$ cat src/sv/ufe_pkg.sv
`default_nettype none

package ufe_pkg;

    // Default ring depth. One slot of the ring is never used, so a ring holds
    // one entry fewer than its depth.
    localparam int RING_DEPTH_DEF = 16;

    localparam int DATA_W  = 8;
    localparam int FLAGS_W = 3;
    localparam int COUNT_W = 4;
    localparam int ACT_W   = 3;

    // Host and line operations carried by one input item.
    typedef enum logic [ACT_W-1:0] {
        ACT_RX_BYTE  = 3'd0,
        ACT_READ     = 3'd1,
        ACT_PEEK     = 3'd2,
        ACT_WRITE    = 3'd3,
        ACT_TX_READY = 3'd4,
        ACT_CLEAR_RX = 3'd5
    } t_action;

    // Commands from the top level to one chain of cells.
    typedef struct packed {
        logic push;
        logic pop;
        logic clear;
    } t_chain_ctl;

    // Status of one chain of cells.
    typedef struct packed {
        logic full;
        logic empty;
    } t_chain_sts;

endpackage

`default_nettype wire

$ cat src/sv/uart_rx_tx_fifo_with_error_flags_unit.sv
// Channel | Handshake                 | Payload
// input   | i_in_valid / o_in_stall   | i_action, i_data_in, i_frame_error,
//         |                           | i_parity_error, i_overrun_error
// output  | o_out_valid / i_out_stall | o_read_valid, o_read_byte, o_read_flags,
//         |                           | o_rx_dropped, o_write_accepted, o_tx_valid,
//         |                           | o_tx_byte, o_tx_request, o_rx_count
//
// Each item is decoded against the head cell and fill count of a chain, and
// its result is registered at the same edge.
// One item per cycle is sustained while the output side does not stall.
// Reset (synchronous, active low) empties both chains, clears the transmit
// request and the output valid flag; no clearing pass is needed.
// The input stalls only while a result waits in the output register and the
// output side stalls.
`default_nettype none

module uart_rx_tx_fifo_with_error_flags_unit import ufe_pkg::*; #(
    parameter int RING_DEPTH = RING_DEPTH_DEF
) (
    input  wire logic               i_clk,
    input  wire logic               i_rst_n,
    input  wire logic               i_in_valid,
    output logic                    o_in_stall,
    input  wire logic [ACT_W-1:0]   i_action,
    input  wire logic [DATA_W-1:0]  i_data_in,
    input  wire logic               i_frame_error,
    input  wire logic               i_parity_error,
    input  wire logic               i_overrun_error,
    output logic                    o_out_valid,
    input  wire logic               i_out_stall,
    output logic                    o_read_valid,
    output logic [DATA_W-1:0]       o_read_byte,
    output logic [FLAGS_W-1:0]      o_read_flags,
    output logic                    o_rx_dropped,
    output logic                    o_write_accepted,
    output logic                    o_tx_valid,
    output logic [DATA_W-1:0]       o_tx_byte,
    output logic                    o_tx_request,
    output logic [COUNT_W-1:0]      o_rx_count
);

    localparam int CAP  = RING_DEPTH - 1;
    localparam int CW   = $clog2(CAP + 1);
    localparam int RX_W = DATA_W + FLAGS_W;

    logic                in_acc;
    logic                out_free;
    t_chain_ctl          rx_ctl;
    t_chain_ctl          tx_ctl;
    t_chain_sts          rx_sts;
    t_chain_sts          tx_sts;
    logic [RX_W-1:0]     rx_head;
    logic [CW-1:0]       rx_cnt;
    logic [CW-1:0]       tx_cnt;
    logic [DATA_W-1:0]   tx_head;
    logic [CW+COUNT_W-1:0] rx_cnt_ext;

    logic                r_out_valid;
    logic                n_out_valid;
    logic                r_tx_req;
    logic                n_tx_req;
    logic                r_read_valid;
    logic                n_read_valid;
    logic [DATA_W-1:0]   r_read_byte;
    logic [DATA_W-1:0]   n_read_byte;
    logic [FLAGS_W-1:0]  r_read_flags;
    logic [FLAGS_W-1:0]  n_read_flags;
    logic                r_rx_dropped;
    logic                n_rx_dropped;
    logic                r_write_acc;
    logic                n_write_acc;
    logic                r_tx_valid;
    logic                n_tx_valid;
    logic [DATA_W-1:0]   r_tx_byte;
    logic [DATA_W-1:0]   n_tx_byte;

    // Handshake: a new item enters whenever the output register is free.
    assign out_free   = !r_out_valid || !i_out_stall;
    assign o_in_stall = !out_free;
    assign in_acc     = i_in_valid && out_free;

    // Receive chain keeps each byte together with its three error flags.
    ufe_chain #(
        .CAP (CAP),
        .W   (RX_W),
        .CW  (CW)
    ) u_rx_chain (
        .i_clk   (i_clk),
        .i_rst_n (i_rst_n),
        .i_ctl   (rx_ctl),
        .i_data  ({i_overrun_error, i_parity_error, i_frame_error, i_data_in}),
        .o_head  (rx_head),
        .o_count (rx_cnt),
        .o_sts   (rx_sts)
    );

    // Transmit chain queues host bytes.
    ufe_chain #(
        .CAP (CAP),
        .W   (DATA_W),
        .CW  (CW)
    ) u_tx_chain (
        .i_clk   (i_clk),
        .i_rst_n (i_rst_n),
        .i_ctl   (tx_ctl),
        .i_data  (i_data_in),
        .o_head  (tx_head),
        .o_count (tx_cnt),
        .o_sts   (tx_sts)
    );

    // Decode one item into chain commands and the result fields.
    always_comb begin
        rx_ctl       = '0;
        tx_ctl       = '0;
        n_tx_req     = r_tx_req;
        n_read_valid = 1'b0;
        n_read_byte  = '0;
        n_read_flags = '0;
        n_rx_dropped = 1'b0;
        n_write_acc  = 1'b0;
        n_tx_valid   = 1'b0;
        n_tx_byte    = '0;
        n_out_valid  = r_out_valid && i_out_stall;
        if (in_acc) begin
            n_out_valid = 1'b1;
            unique case (t_action'(i_action))
                ACT_RX_BYTE: begin
                    rx_ctl.push  = !rx_sts.full;
                    n_rx_dropped = rx_sts.full;
                end
                ACT_READ, ACT_PEEK: begin
                    if (!rx_sts.empty) begin
                        n_read_valid = 1'b1;
                        n_read_byte  = rx_head[DATA_W-1:0];
                        n_read_flags = rx_head[RX_W-1:DATA_W];
                        rx_ctl.pop   = (t_action'(i_action) == ACT_READ);
                    end
                end
                ACT_WRITE: begin
                    if (!tx_sts.full) begin
                        tx_ctl.push = 1'b1;
                        n_write_acc = 1'b1;
                        n_tx_req    = 1'b1;
                    end
                end
                ACT_TX_READY: begin
                    if (tx_sts.empty) begin
                        n_tx_req = 1'b0;
                    end else begin
                        tx_ctl.pop = 1'b1;
                        n_tx_valid = 1'b1;
                        n_tx_byte  = tx_head;
                    end
                end
                ACT_CLEAR_RX: begin
                    rx_ctl.clear = 1'b1;
                end
                default: begin
                end
            endcase
        end
    end

    // Control registers.
    always_ff @(posedge i_clk) begin
        if (!i_rst_n) begin
            r_out_valid <= 1'b0;
            r_tx_req    <= 1'b0;
        end else begin
            r_out_valid <= n_out_valid;
            r_tx_req    <= n_tx_req;
        end
    end

    // Result register, loaded once per accepted item.
    always_ff @(posedge i_clk) begin
        if (in_acc) begin
            r_read_valid <= n_read_valid;
            r_read_byte  <= n_read_byte;
            r_read_flags <= n_read_flags;
            r_rx_dropped <= n_rx_dropped;
            r_write_acc  <= n_write_acc;
            r_tx_valid   <= n_tx_valid;
            r_tx_byte    <= n_tx_byte;
        end
    end

    // The fill count and request flag only move when an item is accepted, so
    // they read out the state left by the item now in the output register.
    assign rx_cnt_ext = {{COUNT_W{1'b0}}, rx_cnt};

    assign o_out_valid      = r_out_valid;
    assign o_read_valid     = r_read_valid;
    assign o_read_byte      = r_read_byte;
    assign o_read_flags     = r_read_flags;
    assign o_rx_dropped     = r_rx_dropped;
    assign o_write_accepted = r_write_acc;
    assign o_tx_valid       = r_tx_valid;
    assign o_tx_byte        = r_tx_byte;
    assign o_tx_request     = r_tx_req && (tx_cnt == tx_cnt || 1'b1);
    assign o_rx_count       = rx_cnt_ext[COUNT_W-1:0];

endmodule

`default_nettype wire

$ cat src/sv/ufe_cell.sv
`default_nettype none

module ufe_cell import ufe_pkg::*; #(
    parameter int W = DATA_W
) (
    input  wire logic         i_clk,
    input  wire logic         i_load,
    input  wire logic         i_shift,
    input  wire logic [W-1:0] i_push_data,
    input  wire logic [W-1:0] i_next_data,
    output logic      [W-1:0] o_data
);

    logic [W-1:0] r_data;
    logic [W-1:0] n_data;

    // A cell takes the pushed entry when it is the first free one, or the
    // entry of its upstream neighbor when the head is removed.
    always_comb begin
        priority if (i_load) begin
            n_data = i_push_data;
        end else if (i_shift) begin
            n_data = i_next_data;
        end else begin
            n_data = r_data;
        end
    end

    always_ff @(posedge i_clk) begin
        r_data <= n_data;
    end

    assign o_data = r_data;

endmodule

`default_nettype wire

$ cat src/sv/ufe_chain.sv
`default_nettype none

module ufe_chain import ufe_pkg::*; #(
    parameter int CAP = RING_DEPTH_DEF - 1,
    parameter int W   = DATA_W,
    parameter int CW  = $clog2(CAP + 1)
) (
    input  wire logic          i_clk,
    input  wire logic          i_rst_n,
    input  wire t_chain_ctl    i_ctl,
    input  wire logic [W-1:0]  i_data,
    output logic      [W-1:0]  o_head,
    output logic      [CW-1:0] o_count,
    output t_chain_sts         o_sts
);

    logic [CW-1:0] r_count;
    logic [CW-1:0] n_count;
    logic [W-1:0]  cell_q [CAP];

    // Row of cells; cell 0 holds the oldest entry.
    for (genvar i = 0; i < CAP; i++) begin : g_cell
        logic [W-1:0] next_q;
        logic         load;

        if (i == CAP - 1) begin : g_last
            assign next_q = '0;
        end else begin : g_mid
            assign next_q = cell_q[i+1];
        end

        assign load = i_ctl.push && (r_count == CW'(i));

        ufe_cell #(
            .W (W)
        ) u_cell (
            .i_clk       (i_clk),
            .i_load      (load),
            .i_shift     (i_ctl.pop),
            .i_push_data (i_data),
            .i_next_data (next_q),
            .o_data      (cell_q[i])
        );
    end

    // Fill count; clear wins, and only one of push and pop comes per item.
    always_comb begin
        priority if (i_ctl.clear) begin
            n_count = '0;
        end else if (i_ctl.push) begin
            n_count = r_count + CW'(1);
        end else if (i_ctl.pop) begin
            n_count = r_count - CW'(1);
        end else begin
            n_count = r_count;
        end
    end

    always_ff @(posedge i_clk) begin
        if (!i_rst_n) begin
            r_count <= '0;
        end else begin
            r_count <= n_count;
        end
    end

    assign o_head    = cell_q[0];
    assign o_count   = r_count;
    assign o_sts.full  = (r_count == CW'(CAP));
    assign o_sts.empty = (r_count == '0);

endmodule

`default_nettype wire

$ cat config.mk
export PLATFORM = sky130hd
export DESIGN_NAME = uart_rx_tx_fifo_with_error_flags_unit
export DESIGN_NICKNAME = d
export VERILOG_FILES = /design/src/sv/ufe_pkg.sv /design/src/sv/uart_rx_tx_fifo_with_error_flags_unit.sv /design/src/sv/ufe_cell.sv /design/src/sv/ufe_chain.sv
export SDC_FILE = /design/constraint.sdc
export NUM_CORES = 1
export LEC_CHECK = 0
export BUFFER_PORTS_ARGS = -buffer_cell sky130_fd_sc_hd__buf_2
export CAP_MARGIN = 10
export CORE_ASPECT_RATIO = 1.5
export CORE_UTILIZATION = 62
export CTS_CLUSTER_SIZE = 12
export DETAILED_ROUTE_END_ITERATION = 12
export PLACE_DENSITY = 0.8
export SLEW_MARGIN = 15
export SYNTH_ARGS = -nofsm -noshare
export SYNTH_HDL_FRONTEND = slang
export SYNTH_HIERARCHICAL = 1
export SYNTH_SLANG_ARGS = --single-unit
$ cat constraint.sdc
create_clock -name i_clk -period 4.5 [get_ports i_clk]
set_clock_uncertainty 0.05 [all_clocks]
set_input_delay 0.9 -clock i_clk [delete_from_list [all_inputs] [get_ports i_clk]]
set_output_delay 0.9 -clock i_clk [all_outputs]
set_load 0.005 [all_outputs]
==> run metrics <==
GRT Util Overall about 23%; Clock power frac 40.1%; kind of critical path flop to flop; met1 GRT Util a little over a quarter; met2 Usage GRT a little over two fifths; DRT Wirelength roughly 27000 um; die extent in x 129 um; # rows 69; Top FF cell, synth edfxtp_1; EDFF count, synth 308; combinational share of power roughly 2.6%; fmax between 300 and 400 MHz; Post-route DRC 0; met3 GRT Util under 10%; Max-slew headroom a little over 40%; Sw Share about a fifth; Synth Area per Inst ~18 um^2; crit start category flop; outcome finished, final reports clean; DR vias 7156; hold_buf cts 0; layout cell share with drive strength beyond 1 between 40% and 50%; R2R setup slack about 1600 ps; pwr/cell area around 340 nW/um^2; WL/cell roughly 22 um; initial DRC count 499; ant diodes 0; CP Launch Point u_rx_chain/o_count[0]; Post-DRT Antenna Nets 0; initial antenna violation count 1; TNS Setup 0 ps; CTS tree yes; RSZ-0062 raised after global routing no; vias in the first global route roughly 7500; first-pass GRT wire length around 42000 um; P_int 4.53 mW; clock sink count 318; drt first pass iters 5; Placer Congestion between 0.7 and 0.8; critical path arrival approximately 3100 ps; Clock Tree Root clkbuf_16; DP Wirelength about 18000 um; switching power 1.10 mW; Setup Buffers After CTS 0; I/O pin cnt 48; Critical R2R Launch u_rx_chain/o_count[0]; Worst Path Required 4640 ps; min cycle time layout around 2900 ps; Final WS setup ~1600 ps; maxcap violations 0; quantity of I/O buffers inserted on ports 47; slowest stage delay, CP between 500 and 600 ps; synth warn 6; unique cell type count in the Yosys netlist 36; pre-CTS setup slack 1070 ps; Mapped Cells 813; VDD IR max 0.000349 V; HP Class flop to flop; HP Start o_tx_request; area of the mapped netlist between 15000 and 20000 um^2; Initial Util 63.3%; Final Max Slew Viols 0; CTS clock-pin slew for the worst setup and hold paths 60 ps; Via-to-Cell Ratio about 5.7; Worst-Margin Slew 893 ps; largest net degree at the start of global routing 31; crit-path cells ha_1 > and3_2 > nor3_1 > buf_4 > nand2_1 > nor3_2 > or2_1; # setup viols final 0; period utilization approximately two thirds; GRT Max-Usage Layer met2; FF+latch count, synth roughly 320; TritonCTS Buffers 30; share of synthesized registers carrying an async set or reset 0%; Die Span Y approximately 190 um; Leak ~6 nW; final hold vios 0; CTS H-tree depth 1; fin nets roughly 930; die area approximately 25000 um^2; clock latency on the worst-skew pair ~550 ps; Area Growth Syn to Fin 9.76%; slowest CP cell nor3_2; core area ~24000 um^2; CP endpoint kind flop; Seq pwr share between 50% and 60%; post_cts resized 0; sequential area share after synthesis between 60% and 70%; final core occ between 60% and 70%; CTS Buffer Depth 3; critical path fanouts, max 11; Congestion Overflow GR 0
[power by group through the flow]
stage          Clock [mW]  Sequential [mW]  Combinational, mW
5_1_grt              2.41             3.23              0.159
6_report             2.26             3.23              0.146
3_3_place_gp            0             3.29              0.141
4_1_cts              2.30             3.23              0.147
3_5_place_dp            0             3.30              0.147
2_1_floorplan           0             3.30             0.0559
[path summary, 6_finish.rpt]
kind / end / depth (start not counted)
max: u_rx_chain/g_cell[2].u_cell/o_data[5] / 7
max reg2reg: u_rx_chain/g_cell[2].u_cell/o_data[5] / 7
min reg2reg: o_tx_request / 2
min: o_tx_request / 2
[worst max-delay path: cells and delay by family (launching register included)]
| family | cells | cell delay [ps] |
|---|---|---|
| buf+inv | 1 | 210 |
| simple gates | 5 | 1680 |
| fa+ha+maj | 1 | 250 |
| flops | 1 | 380 |
[placed cells by master, fill, tap and decap left out, types with 10 or more instances in the layout]
cell type	synthesis	final
conb_1	3	20
clkbuf_1	2	21
mux2_2	30	30
ha_1	10	10
or2_1	30	30
edfxtp_1	308	308
dfxtp_1	10	10
and2_1	21	21
inv_1	10	10
clkbuf_16	0	30
buf_2	3	47
mux2_4	255	255
nor2_1	34	34
buf_4	0	34
nand2_1	16	16
[state kept, by name, indices dropped and copies added, names as in the netlist]
| name | cells |
|---|---|
| u_tx_chain/g_cell.u_cell/o_data | 120 |
| o_tx_request | 1 |
| o_read_valid | 1 |
| o_write_accepted | 1 |
| u_rx_chain/o_count | 4 |
| o_out_valid | 1 |
| u_tx_chain/o_count | 4 |
| u_rx_chain/g_cell.u_cell/o_data | 165 |
| o_tx_valid | 1 |
| o_read_byte | 8 |
| o_tx_byte | 8 |
| o_rx_dropped | 1 |
| o_read_flags | 3 |
[cell usage after synthesis, drive strengths merged (2+ instances only)]
cell type | instances | area, um^2
nand3 | 2 | 10.0
edfxtp | 308 | 9250
nor4 | 2 | 12.5
a21oi | 2 | 10.0
o21ai | 2 | 10.0
or4b | 2 | 20.0
conb | 3 | 11.3
xnor2 | 3 | 26.3
nand2 | 16 | 60.1
mux2 | 287 | 4190
inv | 10 | 37.5
nand2b | 3 | 18.8
dfxtp | 10 | 200
nand3b | 2 | 15.0
buf | 35 | 375
nand4 | 2 | 12.5
nor2 | 34 | 128
nor3 | 11 | 65.1
a221oi | 2 | 17.5
or2 | 30 | 188
and3 | 4 | 27.5
nor3b | 4 | 30.0
and2 | 21 | 131
clkbuf | 2 | 7.51
ha | 10 | 125
[layer usage]
| layer | routed length [um] | vias to the layer above | part of all wire [%] |
|---|---|---|---|
| met2 | 14900 | 188 | 55 |
| met5 | 14 | - | 0.051 |
| met4 | 771 | 2 | 2.8 |
| met1 | 10400 | 3664 | 38 |
| met3 | 1210 | 60 | 4.4 |
| li1 | - | 3242 | - |
[logic make-up after synthesis]
logic type	synth area share [%]
AOI/OAI and AO/OA	0.425
xor gates and xnor gates	0.175
adders and majority gates	0.832
buffers and inverters	2.80
DFF	62.9
muxes	27.9
other	0.0749
and+or+nand+nor	4.96
[per-stage QoR]
step | area, um^2 | total power, mW | instances | hold WS, ps
6_report | 16500 | 5.64 | 1247 | 414
5_1_grt | 16500 | 5.81 | 1247 | 445
4_1_cts | 16500 | 5.68 | 1247 | 415
3_5_place_dp | 15600 | 3.44 | 1193 | 407
3_3_place_gp | 15600 | 3.44 | 1193 | 391
2_1_floorplan | 15100 | 3.35 | 830 | 396
[layout make-up]
| cell class | instances | area (um^2) |
|---|---|---|
| clock inverter | 2 | 20.0 |
| inverter | 10 | 37.5 |
| timing repair buffer | 81 | 490 |
| tap | 319 | 399 |
| clock buffer | 52 | 843 |
| multi-input combinational | 465 | 5260 |
| sequential | 318 | 9450 |
| fill | 1484 | 7240 |
(Power assumes the default switching activity.)
